`config.mk`:
```
export PLATFORM = sky130hd
export DESIGN_NAME = flight_phase_deploy_detector
export DESIGN_NICKNAME = d
export VERILOG_FILES = /design/src/fpdd_pkg.sv /design/src/fpdd_regs.sv /design/src/fpdd_track.sv /design/src/flight_phase_deploy_detector.sv
export SDC_FILE = /design/constraint.sdc
export NUM_CORES = 1
export LEC_CHECK = 0
export BUFFER_PORTS_ARGS = -buffer_cell sky130_fd_sc_hd__buf_2
export CORE_AREA = 2 2 213 215
export DETAILED_ROUTE_END_ITERATION = 8
export DIE_AREA = 0 0 215 217
export PLACE_DENSITY_LB_ADDON = 0.12
export SLEW_MARGIN = 20
export SYNTH_ARGS = -nofsm -noshare
export SYNTH_HDL_FRONTEND = slang
export SYNTH_SLANG_ARGS = --single-unit
export TNS_END_PERCENT = 20
```
`constraint.sdc`:
```
create_clock -name clk -period 9.74 [get_ports clk]
set_clock_uncertainty 0.2 [all_clocks]
set_input_delay 0.487 -clock clk [delete_from_list [all_inputs] [get_ports clk]]
set_output_delay 0.487 -clock clk [all_outputs]
set_load 0.05 [all_outputs]
```
`src/fpdd_pkg.sv`:
```
`default_nettype none

package fpdd_pkg;

  // Field widths
  localparam int unsigned PressW = 17;
  localparam int unsigned AccelW = 16;
  localparam int unsigned TimeW  = 32;
  localparam int unsigned PhaseW = 2;

  // APB port
  localparam int unsigned AddrW = 5;
  localparam int unsigned DataW = 32;
  localparam int unsigned RegIdxW = 3;

  // Register indexes
  localparam logic [RegIdxW-1:0] RegDeployPressure  = 3'd0;
  localparam logic [RegIdxW-1:0] RegAccelCheckEn    = 3'd1;
  localparam logic [RegIdxW-1:0] RegAccelRiseThresh = 3'd2;
  localparam logic [RegIdxW-1:0] RegStandbyLockout  = 3'd3;
  localparam logic [RegIdxW-1:0] RegApogeeWindow    = 3'd4;
  localparam logic [RegIdxW-1:0] RegAscentLockout   = 3'd5;
  localparam logic [RegIdxW-1:0] RegStandbyStart    = 3'd6;

  // Flight phases
  localparam logic [PhaseW-1:0] PhStandby = 2'd0;
  localparam logic [PhaseW-1:0] PhAscent  = 2'd1;
  localparam logic [PhaseW-1:0] PhDescent = 2'd2;
  localparam logic [PhaseW-1:0] PhDeploy  = 2'd3;

  // Pressure rise over the minimum that marks apogee passed
  localparam logic [PressW:0] PressureMargin = 18'd100;

  // Reset values
  localparam logic [PressW-1:0] DeployPressureRst = '1;
  localparam logic [PressW-1:0] MinPressureRst    = '1;
  localparam logic [AccelW-1:0] MinAccelRst       = '1;

  typedef struct packed {
    logic [PressW-1:0] pressure;
    logic [AccelW-1:0] accel_magnitude;
    logic [TimeW-1:0]  sample_time;
  } sample_t;

  typedef struct packed {
    logic [PhaseW-1:0] phase;
    logic              deploy_now;
    logic [PressW-1:0] lowest_pressure_out;
    logic [AccelW-1:0] lowest_accel_out;
    logic [AccelW-1:0] highest_accel_out;
    logic [PressW-1:0] pressure_at_deploy;
  } result_t;

  typedef struct packed {
    logic [PressW-1:0] deploy_pressure;
    logic              accel_check_enable;
    logic [AccelW-1:0] accel_rise_threshold;
    logic [TimeW-1:0]  launch_guard;
    logic [TimeW-1:0]  apex_dwell;
    logic [TimeW-1:0]  climb_guard;
    logic [TimeW-1:0]  standby_start;
  } cfg_t;

endpackage

`default_nettype wire

```
`src/fpdd_regs.sv`:
```
`default_nettype none

module fpdd_regs
  import fpdd_pkg::*;
(
  input  wire logic             clk,
  input  wire logic             rst,
  input  wire logic             psel,
  input  wire logic             penable,
  input  wire logic             pwrite,
  input  wire logic [AddrW-1:0] paddr,
  input  wire logic [DataW-1:0] pwdata,
  output logic      [DataW-1:0] prdata,
  output logic                  pready,
  output cfg_t                  cfg
);

  logic               wr_en;
  logic [RegIdxW-1:0] idx;

  assign pready = 1'b1;
  assign wr_en  = psel & penable & pwrite;
  assign idx    = paddr[AddrW-1:2];

  // Register writes; unknown indexes drop the beat
  always_ff @(posedge clk) begin
    if (rst) begin
      cfg.deploy_pressure      <= DeployPressureRst;
      cfg.accel_check_enable   <= 1'b1;
      cfg.accel_rise_threshold <= '0;
      cfg.launch_guard         <= '0;
      cfg.apex_dwell           <= '0;
      cfg.climb_guard          <= '0;
      cfg.standby_start        <= '0;
    end else if (wr_en) begin
      unique case (idx)
        RegDeployPressure:  cfg.deploy_pressure      <= pwdata[PressW-1:0];
        RegAccelCheckEn:    cfg.accel_check_enable   <= pwdata[0];
        RegAccelRiseThresh: cfg.accel_rise_threshold <= pwdata[AccelW-1:0];
        RegStandbyLockout:  cfg.launch_guard         <= pwdata[TimeW-1:0];
        RegApogeeWindow:    cfg.apex_dwell           <= pwdata[TimeW-1:0];
        RegAscentLockout:   cfg.climb_guard          <= pwdata[TimeW-1:0];
        RegStandbyStart:    cfg.standby_start        <= pwdata[TimeW-1:0];
        default: ;
      endcase
    end
  end

  // Read mux
  always_comb begin
    unique case (idx)
      RegDeployPressure:  prdata = {{(DataW-PressW){1'b0}}, cfg.deploy_pressure};
      RegAccelCheckEn:    prdata = {{(DataW-1){1'b0}}, cfg.accel_check_enable};
      RegAccelRiseThresh: prdata = {{(DataW-AccelW){1'b0}}, cfg.accel_rise_threshold};
      RegStandbyLockout:  prdata = cfg.launch_guard;
      RegApogeeWindow:    prdata = cfg.apex_dwell;
      RegAscentLockout:   prdata = cfg.climb_guard;
      RegStandbyStart:    prdata = cfg.standby_start;
      default:            prdata = '0;
    endcase
  end

endmodule

`default_nettype wire

```
`src/fpdd_track.sv`:
```
`default_nettype none

module fpdd_track
  import fpdd_pkg::*;
(
  input  wire logic clk,
  input  wire logic rst,
  input  wire logic advance,
  input  sample_t   smp,
  input  cfg_t      cfg,
  output result_t   res
);

  // Flight state
  logic [PhaseW-1:0] phase, phase_next;
  logic [PressW-1:0] min_press, min_press_next;
  logic [TimeW-1:0]  min_press_time, min_press_time_next;
  logic [AccelW-1:0] max_accel, max_accel_next;
  logic [AccelW-1:0] min_accel, min_accel_next;
  logic [TimeW-1:0]  ascent_time, ascent_time_next;
  logic [PressW-1:0] latched_press, latched_press_next;
  logic              deploy_now;

  logic [TimeW-1:0]  since_standby, since_min, since_ascent;
  logic [AccelW-1:0] accel_rise;
  logic [PressW:0]   press_limit;
  logic              standby_go, ascent_go;

  // Running extremes, current sample included
  always_comb begin
    if (smp.pressure < min_press) begin
      min_press_next      = smp.pressure;
      min_press_time_next = smp.sample_time;
    end else begin
      min_press_next      = min_press;
      min_press_time_next = min_press_time;
    end
    max_accel_next = (smp.accel_magnitude > max_accel) ? smp.accel_magnitude : max_accel;
    min_accel_next = (smp.accel_magnitude < min_accel) ? smp.accel_magnitude : min_accel;
  end

  // Transition tests; time differences wrap mod 2^32
  assign since_standby = smp.sample_time - cfg.standby_start;
  assign since_min     = smp.sample_time - min_press_time_next;
  assign since_ascent  = smp.sample_time - ascent_time;
  assign accel_rise    = smp.accel_magnitude - min_accel_next;
  assign press_limit   = {1'b0, min_press_next} + PressureMargin;

  assign standby_go = (since_standby > cfg.launch_guard)
                    && (!cfg.accel_check_enable || (accel_rise > cfg.accel_rise_threshold));
  assign ascent_go  = ({1'b0, smp.pressure} > press_limit)
                    && (since_min > cfg.apex_dwell)
                    && (since_ascent > cfg.climb_guard);

  // Phase sequencer
  always_comb begin
    phase_next         = phase;
    ascent_time_next   = ascent_time;
    latched_press_next = latched_press;
    deploy_now         = 1'b0;
    unique case (phase)
      PhStandby: begin
        if (standby_go) begin
          phase_next       = PhAscent;
          ascent_time_next = smp.sample_time;
        end
      end
      PhAscent: begin
        if (ascent_go) begin
          phase_next = PhDescent;
        end
      end
      PhDescent: begin
        if (smp.pressure >= cfg.deploy_pressure) begin
          phase_next         = PhDeploy;
          latched_press_next = smp.pressure;
          deploy_now         = 1'b1;
        end
      end
      default: ;
    endcase
  end

  always_ff @(posedge clk) begin
    if (rst) begin
      phase          <= PhStandby;
      min_press      <= MinPressureRst;
      min_press_time <= '0;
      max_accel      <= '0;
      min_accel      <= MinAccelRst;
      ascent_time    <= '0;
      latched_press  <= '0;
    end else if (advance) begin
      phase          <= phase_next;
      min_press      <= min_press_next;
      min_press_time <= min_press_time_next;
      max_accel      <= max_accel_next;
      min_accel      <= min_accel_next;
      ascent_time    <= ascent_time_next;
      latched_press  <= latched_press_next;
    end
  end

  // Result beat built from the updated state
  always_comb begin
    res.phase               = phase_next;
    res.deploy_now          = deploy_now;
    res.lowest_pressure_out = min_press_next;
    res.lowest_accel_out    = min_accel_next;
    res.highest_accel_out   = max_accel_next;
    res.pressure_at_deploy  = latched_press_next;
  end

endmodule

`default_nettype wire

```
`src/flight_phase_deploy_detector.sv`:
```
`default_nettype none
// A sample beat accepted into the input register moves on to the result register once that is free or draining.
// Throughput: one sample per cycle while result_stall does not hold the result register; the input
// register and the result register each hold one beat, and the state update runs between them.
// Reset (rst, synchronous, active high): both pipeline registers empty, standby phase,
// extremes and registers at their documented reset values.
module flight_phase_deploy_detector
  import fpdd_pkg::*;
(
  input  wire logic             clk,
  input  wire logic             rst,
  input  wire logic             sample_valid,
  output logic                  sample_stall,
  input  sample_t               sample,
  output logic                  result_valid,
  input  wire logic             result_stall,
  output result_t               result,
  input  wire logic             psel,
  input  wire logic             penable,
  input  wire logic             pwrite,
  input  wire logic [AddrW-1:0] paddr,
  input  wire logic [DataW-1:0] pwdata,
  output logic      [DataW-1:0] prdata,
  output logic                  pready
);

  cfg_t    cfg;
  sample_t smp;
  logic    smp_full;
  logic    advance, accept;
  result_t res;

  fpdd_regs u_regs (
    .clk     (clk),
    .rst     (rst),
    .psel    (psel),
    .penable (penable),
    .pwrite  (pwrite),
    .paddr   (paddr),
    .pwdata  (pwdata),
    .prdata  (prdata),
    .pready  (pready),
    .cfg     (cfg)
  );

  // Handshake: input beat moves on when the result register is free or draining
  assign advance      = smp_full & (~result_valid | ~result_stall);
  assign sample_stall = smp_full & ~advance;
  assign accept       = sample_valid & ~sample_stall;

  // Input register
  always_ff @(posedge clk) begin
    if (rst) begin
      smp_full <= 1'b0;
    end else begin
      smp_full <= accept | (smp_full & ~advance);
    end
  end

  always_ff @(posedge clk) begin
    if (accept) begin
      smp <= sample;
    end
  end

  fpdd_track u_track (
    .clk     (clk),
    .rst     (rst),
    .advance (advance),
    .smp     (smp),
    .cfg     (cfg),
    .res     (res)
  );

  // Result register
  always_ff @(posedge clk) begin
    if (rst) begin
      result_valid <= 1'b0;
    end else if (advance) begin
      result_valid <= 1'b1;
    end else if (!result_stall) begin
      result_valid <= 1'b0;
    end
  end

  always_ff @(posedge clk) begin
    if (advance) begin
      result <= res;
    end
  end

endmodule

`default_nettype wire

```
* Yosys cells after proc, flatten, opt, wreduce, memory -nomap -nowiden
Cells that the tools add are included.
** Word-level totals
- Register bits after elaboration :: 430
- Input port bits :: 109
- Output and inout bits :: 104
- Logic and storage cells :: 88
** Operators by class
- $add $sub $neg :: 5
- Order comparisons :: 9
- Eq/ne operators :: 9
- Muxes and demuxes :: 14
- Bitwise gates (word level) :: 11
- Reductions and logical operators :: 15
** Operators with widths (count)
- $pmux W32 S7 :: 1
- $gt A32 B32 Y1 :: 3
- $sub A32 B32 Y32 :: 3
- $mux W17 :: 3
- $gt A16 B16 Y1 :: 2
- $mux W16 :: 2
- $mux W32 :: 1
- $add A17 B7 Y18 const B :: 1
- $gt A17 B18 Y1 :: 1
- $ge A17 B17 Y1 :: 1
- $lt A17 B17 Y1 :: 1
- $lt A16 B16 Y1 :: 1
- $sub A16 B16 Y16 :: 1
- $reduce_and A2 Y1 :: 7
- $eq A3 B3 Y1 const B :: 3
- $eq A3 B2 Y1 const B :: 2
- $mux W2 :: 3
- $pmux W2 S3 :: 1
- $and A1 B1 Y1 :: 5
- $not A1 Y1 :: 4
- $eq A3 B1 Y1 const B :: 1
- $logic_and A1 B1 Y1 :: 3
- $logic_not A3 Y1 :: 1
- $mux W1 :: 3
- other kinds (8) :: 9

* Longest topological paths before layout
Gate-level depths: netlist of the first run.
- Depth after elaboration :: 8
- Gate-level depth with buffers :: 34
- Depth with buffers taken out :: 32

* By module
Synthesis of the first run repeated with hierarchy kept, for this count alone.
** Unflattened totals
- Cell total of the unflattened synthesis :: 3040
- Area total of the unflattened synthesis :: 28020.6 um2
** By module, submodules not included
- fpdd_track :: times used 1, cells each 2066, area an instance 16126.7 um2, seq. area each 2642.5 um2
- fpdd_regs :: times used 1, cells each 830, area an instance 7783.7 um2, seq. area each 3243.1 um2
- flight_phase_deploy_detector :: times used 1, cells each 144, area an instance 4110.2 um2, seq. area each 4063.9 um2

* Worst setup path before layout of the first run
No wires, ideal clock.
- Path type :: register -> register
- From :: reg, netlist name smp[33]
- To :: reg u_track.ascent_time[1]
- Library setup time :: 0.128 ns
- Arrival time :: 6.748 ns
- Data required time :: 9.412 ns
- Slack :: 2.664 ns
- Cell stages (with the launch flop) :: 34
- Path buffers :: 3
- Period minus slack after synthesis :: 7.076 ns
- Cell sequence :: edfxtp_1 -> ha_1 -> a21boi_0 -> o21a_1 -> o21ai_0 -> a21oi_1 -> o21ai_0 -> a2111oi_0 -> or4_1 -> clkbuf_1 -> buf_2 -> mux2i_1 -> ha_1 -> nor2b_1 -> o21ai_0 -> a21boi_0 -> o21ai_0 -> a21oi_1 -> a41o_1 -> o41ai_1 -> o21bai_1 -> a21oi_1 -> xnor2_1 -> ha_1 -> a21o_1 -> a21o_1 -> a21oi_1 -> o21ai_0 -> a21oi_1 -> o21ai_0 -> nand4_1 -> buf_1 -> mux2i_1 -> nor2_1
** Between the ends
- Longest elaborated chain between the ends :: 7
** Ends and longest elaborated chain
- $lt A16 B16 Y1 :: RTL line fpdd_track.sv:39 : min_accel_next = (smp.accel_magnitude < min_accel) ? smp.accel_magnitude : min_accel;
- $mux W16 :: RTL line fpdd_track.sv:39
- $sub A16 B16 Y16 * :: RTL line fpdd_track.sv:46 : assign accel_rise = smp.accel_magnitude - min_accel_next;
- $gt A16 B16 Y1 * :: RTL line fpdd_track.sv:50 : && (!cfg.accel_check_enable || (accel_rise > cfg.accel_rise_threshold));
- $logic_or A1 B1 Y1 * :: RTL line fpdd_track.sv:50
- $logic_and A1 B1 Y1 * :: RTL line fpdd_track.sv:50
- $reduce_and A3 Y1 (no source line) *
- end signal, assigned :: RTL line fpdd_track.sv:99 : ascent_time <= ascent_time_next;
- end, declared :: RTL line fpdd_track.sv:20 : logic [TimeW-1:0] ascent_time, ascent_time_next;
Mark *: on every way between the ends. The rest lies on a longest branch, timed or not.
A chain may end at the register's enable or synchronous reset.

* Worst setup path in the final report of the first run
- From :: reg, netlist name smp[50]
- To :: reg u_track.phase[0]
** Between the ends
- Longest elaborated chain between the ends :: 8
- Elaborated cells on any way between the ends :: 13
- Classes of those cells :: add/sub: 2; order compare: 4; mux: 5; reduce/logical: 2
** Ends and longest elaborated chain
- $lt A17 B17 Y1 :: RTL line fpdd_track.sv:31 : if (smp.pressure < min_press) begin
- $mux W32 :: RTL line fpdd_track.sv:31
- net u_track.min_press_time_next[0] :: RTL line fpdd_track.sv:17 : logic [TimeW-1:0] min_press_time, min_press_time_next;
- $sub A32 B32 Y32 :: RTL line fpdd_track.sv:44 : assign since_min = smp.sample_time - min_press_time_next;
- $gt A32 B32 Y1 :: RTL line fpdd_track.sv:52 : && (since_min > cfg.apex_dwell)
- $logic_and A1 B1 Y1 :: RTL line fpdd_track.sv:52
- $logic_and A1 B1 Y1 :: RTL line fpdd_track.sv:53 : && (since_ascent > cfg.climb_guard);
- $mux W2 :: RTL line fpdd_track.sv:69 : if (ascent_go) begin
- $pmux W2 S3 :: RTL line fpdd_track.sv:61 : unique case (phase)
- end signal, assigned :: RTL line fpdd_track.sv:86 : phase <= PhStandby;
- end signal, assigned :: RTL line fpdd_track.sv:94 : phase <= phase_next;
- end, declared :: RTL line fpdd_track.sv:15 : logic [PhaseW-1:0] phase, phase_next;
The timed path passes the listed nets, and every way through them passes these cells.

==> results of run 1 <==
## flip-flops by register name (all words and copies together) (netlist names), 2 cells and up
name and cells:
u_regs.cfg 162, u_track.phase 2, u_track.max_accel 16, u_track.min_press_time 32
smp 65, result 69, u_track.latched_press 17, u_track.min_accel 16
u_track.ascent_time 32, u_track.min_press 17
## routing by layer
metal  GRT usage (%)  routed length, um
met5               0                  0
met4            16.0               3840
met3            5.48               6140
met2            55.0              36400
met1            43.5              33400
## synthesized netlist by cell type, types with 16 or more instances
cell	count	area (um2)
a21oi_1	318	1590
nor3_1	35	175
nor2b_1	27	169
xnor2_1	77	674
nand3_1	49	245
mux2i_1	80	801
xor2_1	29	254
nor2_1	142	533
a21o_1	102	766
ha_1	302	3780
a211oi_1	45	338
nand2_1	524	1970
edfxtp_1	134	4020
mux2_2	23	259
nand2b_1	16	100
o21a_1	24	180
a31oi_1	18	113
o21bai_1	20	150
nand4_1	46	288
clkbuf_1	120	450
o21ai_0	88	440
dfxtp_1	296	5930
inv_1	295	1110
a22oi_1	76	571
o211ai_1	53	398
and3_1	16	100
## metrics by stage
stage                     total power, W  setup slack [ps]  hold WS (ps)
after floorplan                  0.00297              2660           234
after global placement           0.00325              1680           241
after detailed placement         0.00330              1390           248
after CTS                        0.00510              1340         0.422
after global routing             0.00534               652          19.6
final                            0.00510              1160          29.8
## repair_timing
item,4_1_cts,5_1_grt
endpoints found under the hold margin,170,0
resized for setup,0,0
hold buffers,95,0
## layout by cell type, fill, tap and decap left out, drive strengths merged, types with 27 or more instances in the layout
master	n
buf	228
a21oi	319
nor2	143
xnor2	77
dlygate4sd3	95
o211ai	54
nand3	49
a211oi	47
o21ai	91
xor2	29
clkbuf	78
inv	297
mux2i	80
a21o	103
nor2b	27
ha	302
nand2	525
edfxtp	134
nand4	46
a22oi	76
nor3	38
dfxtp	296
## power by group
| part | switching (W) | internal (W) | total, W |
|---|---|---|---|
| registers | 0.0000644 | 0.00193 | 0.00200 |
| clock network | 0.000763 | 0.00102 | 0.00178 |
| logic | 0.000789 | 0.000537 | 0.00133 |
## worst min-delay path, delay by kind of cell
family / cells / cell delay (ps)
compound gates: 1 / 50
buf+inv: 1 / 160
simple gates: 1 / 80
## final timing paths
check	from	to	slack (ps)
worst max-delay path	smp[50]$_DFFE_PP_	u_track.phase[0]$_SDFFE_PP0P_	1160
worst min-delay path	pwdata[6]	u_regs.cfg[102]$_SDFFE_PP0P_	30
worst max register to register	smp[50]$_DFFE_PP_	u_track.phase[0]$_SDFFE_PP0P_	1160
worst min register to register	u_track.max_accel[8]$_SDFFE_PP0P_	u_track.max_accel[8]$_SDFFE_PP0P_	260
## cells by family (layout without fill, tap and decap cells)
group	Yosys count	count (layout)	synth area share (%)
compound gates	831	831	20.1
xor+xnor	106	106	3.47
fa+ha+maj	306	306	14.4
buf+inv	430	710	6.09
flops	430	430	37.2
mux	103	103	3.97
other cells	1	4	0.0140
simple gates	901	901	14.7
## final cells by class
type	count	share of cell area, %
clock buffer	78	4.71
timing repair buffer	323	6.99
tap	600	2.44
multi-input combinational	2248	49.5
inverter	298	3.65
clock inverter	11	0.306
sequential	430	32.4
antenna	3	0.0244
==> impl_metrics.csv, run 1 <==
group,metric,value,unit
sta,finalCritPeriodShare,88.1,%
run,drv_cap,0,
route,wire_per_inst,20.0,um
sta,hold_viol,0,
layout,fillCellCount,3705,
yosys,syn_nets,3523,
critical_path,crit_type,"flip-flop to flip-flop",
grt,grt_usage,33.6,%
sta,totalNegativeSetupSlack,0,ps
yosys,yosysWarnings,0,
critical_path,cp-start-kind,"flip-flop",
sta,rsz0062_at_grt,"false",
placement,post_dp_cell_area,28200,um2
clock_network,clk_latency,610,ps
critical_path,ff2ff_path_depth,27,
route,via_count,23900,
hold_path,holdPathStages,3,
layout,syn_to_final_growth,14.9,%
clock_network,cts_sinks,430,
clock_network,cts_root_buffer,"clkbuf_16",
yosys,async_reset_ff_share,0,%
die,num_io_pins,213,
power_and_ir_drop,vdd_ir_drop_max,0.138,mV
die,die_area,46700,um2
route,drt.antenna.violating_nets,0,
clock_network,clkTransAtPathRegs,60,ps
outcome,status,"complete, no violations",
sta,min_period,8580,ps
sta,fmax,0.117,GHz
placement,dp_hpwl,57900,um
critical_path,crit_arrival,8850,ps
die,rows,78,
power_and_ir_drop,p_per_area,166,nW/um2
grt,grt_pass1_wl,124000,um
critical_path,required,10000,ps
route,drc,0,
route,vias_per_cell,5.98,
clock_network,cts_tree,"built",
layout,seqCellArea,9950,um2
yosys,ys_dominant_reg_cell,"dfxtp_1",
clock_network,post_cts_buffers,0,
placement,place_congestion,0.973,
clock_network,cts_buffers,48,
die,initial_utilization,59.8,%
layout,stdcell_count,3991,
critical_path,crit_path_max_incr_delay,580,ps
yosys,synth_edf_count,134,
die,fp.dieH,217,um
grt,gr-total-overflow,0,
critical_path,crit_cells,27,
layout,multiInputGateArea,15200,um2
yosys,synthDistinctLibCells,85,
placement,io_buffers,209,
grt,grt_max_degree,88,
yosys,syn-instance-count,3108,
yosys,syn_area,26700,um2
grt,grt_pass1_vias,23000,
hold_path,holdCritPathClass,"input port to flip-flop",
critical_path,cp_slowest_cell,"o21ai_0",
die,core-area,44700,um2
yosys,post_synth.cell_area_avg,8.60,um2
layout,postLayoutCoreUtil,68.7,%
yosys,ys_ff_latch,430,
sta,drv_slew,0,
yosys,seq_area_frac_synth,37.2,%
layout,fin_nets,3764,
clock_network,htreeDepth,2,
grt,antenna_found_initial,3,
sta,relSlewSlack,26.8,%
route,first_pass_iters,7,
clock_network,clock_path_buffers,3,
route,drt-initial-drc-count,2037,
route,wl,79800,um
layout,finalInstanceArea,30700,um2
critical_path,path_delay_family,"compound AO/OA/AOI/OAI gates",
power_and_ir_drop,p_leak,12.9,nW
sta,worstMarginPinSlew,1090,ps
critical_path,cp-end-kind,"flip-flop",
critical_path,crit_buf_inv,1,
sta,setup_viol,0,
critical_path,path_max_fanout,8,
layout,drive_gt1_share,10.8,%
placement,dp.cells,3804,
die,die_x,215,um
(Power assumes the default switching activity.)
==> run 2: changes to the inputs <==
- CTS_BUF_LIST: not set -> sky130_fd_sc_hd__clkbuf_16
- PLACE_DENSITY: not set -> 0.8
- PLACE_DENSITY_LB_ADDON: 0.12 -> not set
==> run 2 against run 1 <==
  * Largest cell class unchanged
  * Power is 0.24% lower
  * Setup slack better by 210 ps
  * Clock-buffer cell count is 29 lower
==> impl_metrics.csv, run 2 (same netlist as run 1, synthesis figures left out) <==
group,metric,value,unit
sta,worst_slack,1370,ps
layout,largest_register_ffs,162,
critical_path,cp-start-kind,"flip-flop",
die,fp.dieH,217,um
clock_network,post_cts_buffers,0,
critical_path,path_delay_family,"compound AO/OA/AOI/OAI gates",
clock_network,htreeDepth,2,
critical_path,crit_type,"flip-flop to flip-flop",
sta,relSlewSlack,17.9,%
grt,grt_pass1_wl,124000,um
sta,min_period,8370,ps
clock_network,cts_sinks,430,
die,num_io_pins,213,
die,rows,78,
sta,drv_slew,0,
sta,hold_slack,29.4,ps
placement,dp_hpwl,57500,um
power_and_ir_drop,p_per_area,166,nW/um2
die,core-area,44700,um2
clock_network,cts_root_buffer,"clkbuf_16",
placement,post_dp_cell_area,28200,um2
power_and_ir_drop,finalPower,0.00509,W
clock_network,post_cts_resized,0,
outcome,status,"complete, no violations",
route,drc,0,
layout,syn_to_final_growth,14.8,%
die,die_area,46700,um2
critical_path,required,9990,ps
route,vias_per_cell,6.07,
sta,hold_viol,0,
route,drt.antenna.violating_nets,0,
layout,drive_gt1_share,10.8,%
clock_network,cts_tree,"built",
critical_path,crit_path_max_incr_delay,540,ps
run,drv_cap,0,
sta,rsz0062_at_grt,"false",
layout,fin_nets,3766,
sta,setup_viol,0,
clock_network,cts_buffers,46,
critical_path,path_max_fanout,8,
route,first_pass_iters,6,
critical_path,crit_arrival,8620,ps
placement,dp_slack,1550,ps
grt,grt_pass1_vias,23300,
die,die_x,215,um
clock_network,clk_latency,610,ps
layout,finalInstanceArea,30700,um2
sta,fmax,0.119,GHz
grt,antenna_found_initial,8,
layout,regMostFlops,"u_regs.cfg",
route,via_count,24200,
hold_path,holdCritPathClass,"input port to flip-flop",
grt,gr-total-overflow,0,
route,wire_per_inst,20.2,um
power_and_ir_drop,vdd_ir_drop_max,0.155,mV
critical_path,crit_buf_inv,1,
placement,io_buffers,209,
layout,final_common_cell,"nand2_1",
route,drt-initial-drc-count,2038,
sta,worstMarginPinSlew,1220,ps
sta,totalNegativeSetupSlack,0,ps
grt,grt_usage,33.6,%
clock_network,clock_path_buffers,3,
clock_network,clkTransAtPathRegs,70,ps
route,wl,80500,um
layout,layout_common_cells,"523 x nand2_1, 318 x a21oi_1, 305 x inv_1",
critical_path,cp_slowest_cell,"edfxtp_1",
critical_path,cp-end-kind,"flip-flop",
grt,grt_max_degree,100,
power_and_ir_drop,p_leak,13.0,nW
placement,place_congestion,1.00,
layout,largestRegisters,"u_regs.cfg: 162 flops, result: 69 flops, smp: 65 flops",
die,initial_utilization,59.8,%
sta,finalCritPeriodShare,85.9,%
clock_network,postCtsHoldBufs,95,
==> run 2: cell count changes in the layout (fill, tap and decap cells not counted), sizes merged <==
cell,change
diode,+2
buf,+4
inv,+13
clkinvlp,+2
clkbuf,-29
bufinv,+3
clkinv,+6
==> run 2: through the flow <==
stage               std cells  util [%]
floorplan                3108         -
global placement         3808      63.2
detailed placement       3808      63.2
CTS                      3987      68.6
global route             3991      68.6
finish                   3992      68.6
==> run 2: worst paths after layout <==
kind / start / to / cells past startpoint / slack, ps
worst max register to register: smp[51]$_DFFE_PP_ / u_track.phase[0]$_SDFFE_PP0P_ / 27 / 1370
worst min register to register: u_track.latched_press[14]$_SDFFE_PP0P_ / u_track.latched_press[14]$_SDFFE_PP0P_ / 2 / 260
worst max-delay path: smp[51]$_DFFE_PP_ / u_track.phase[0]$_SDFFE_PP0P_ / 27 / 1370
worst min-delay path: pwdata[4] / u_regs.cfg[100]$_SDFFE_PP0P_ / 3 / 30
==> run 2: power breakdown <==
part           internal [W]  switching [W]  total, W
sequential          0.00193      0.0000647   0.00200
combinational      0.000538       0.000799   0.00134
clock              0.000990       0.000766   0.00176
==> run 2: layout make-up <==
class,count,area [um2]
Sequential cell,430,9950
Tap cell,600,751
Clock buffer,49,1230
Timing Repair Buffer,327,2180
Fill cell,3560,14000
Clock inverter,35,256
Multi-Input combinational cell,2248,15200
Antenna cell,5,12.5
Inverter,298,1120
==> run 2: routing by layer <==
layer | wire [um] | part of all wire [%] | up-vias | global-route usage [%]
met5 | 37 | 0.046 | - | 0
met4 | 4390 | 5.5 | 6 | 17.4
met3 | 7060 | 8.8 | 255 | 6.51
met2 | 36900 | 46 | 1115 | 55.4
met1 | 32100 | 40 | 11400 | 41.9
li1 | - | - | 11400 | -
==> run 2: tightest hold or removal path: cells and delay by family <==
kind | cells | cell delay (ps)
buffers and inverters | 1 | 170
and+or+nand+nor | 1 | 70
AOI/OAI and AO/OA | 1 | 60
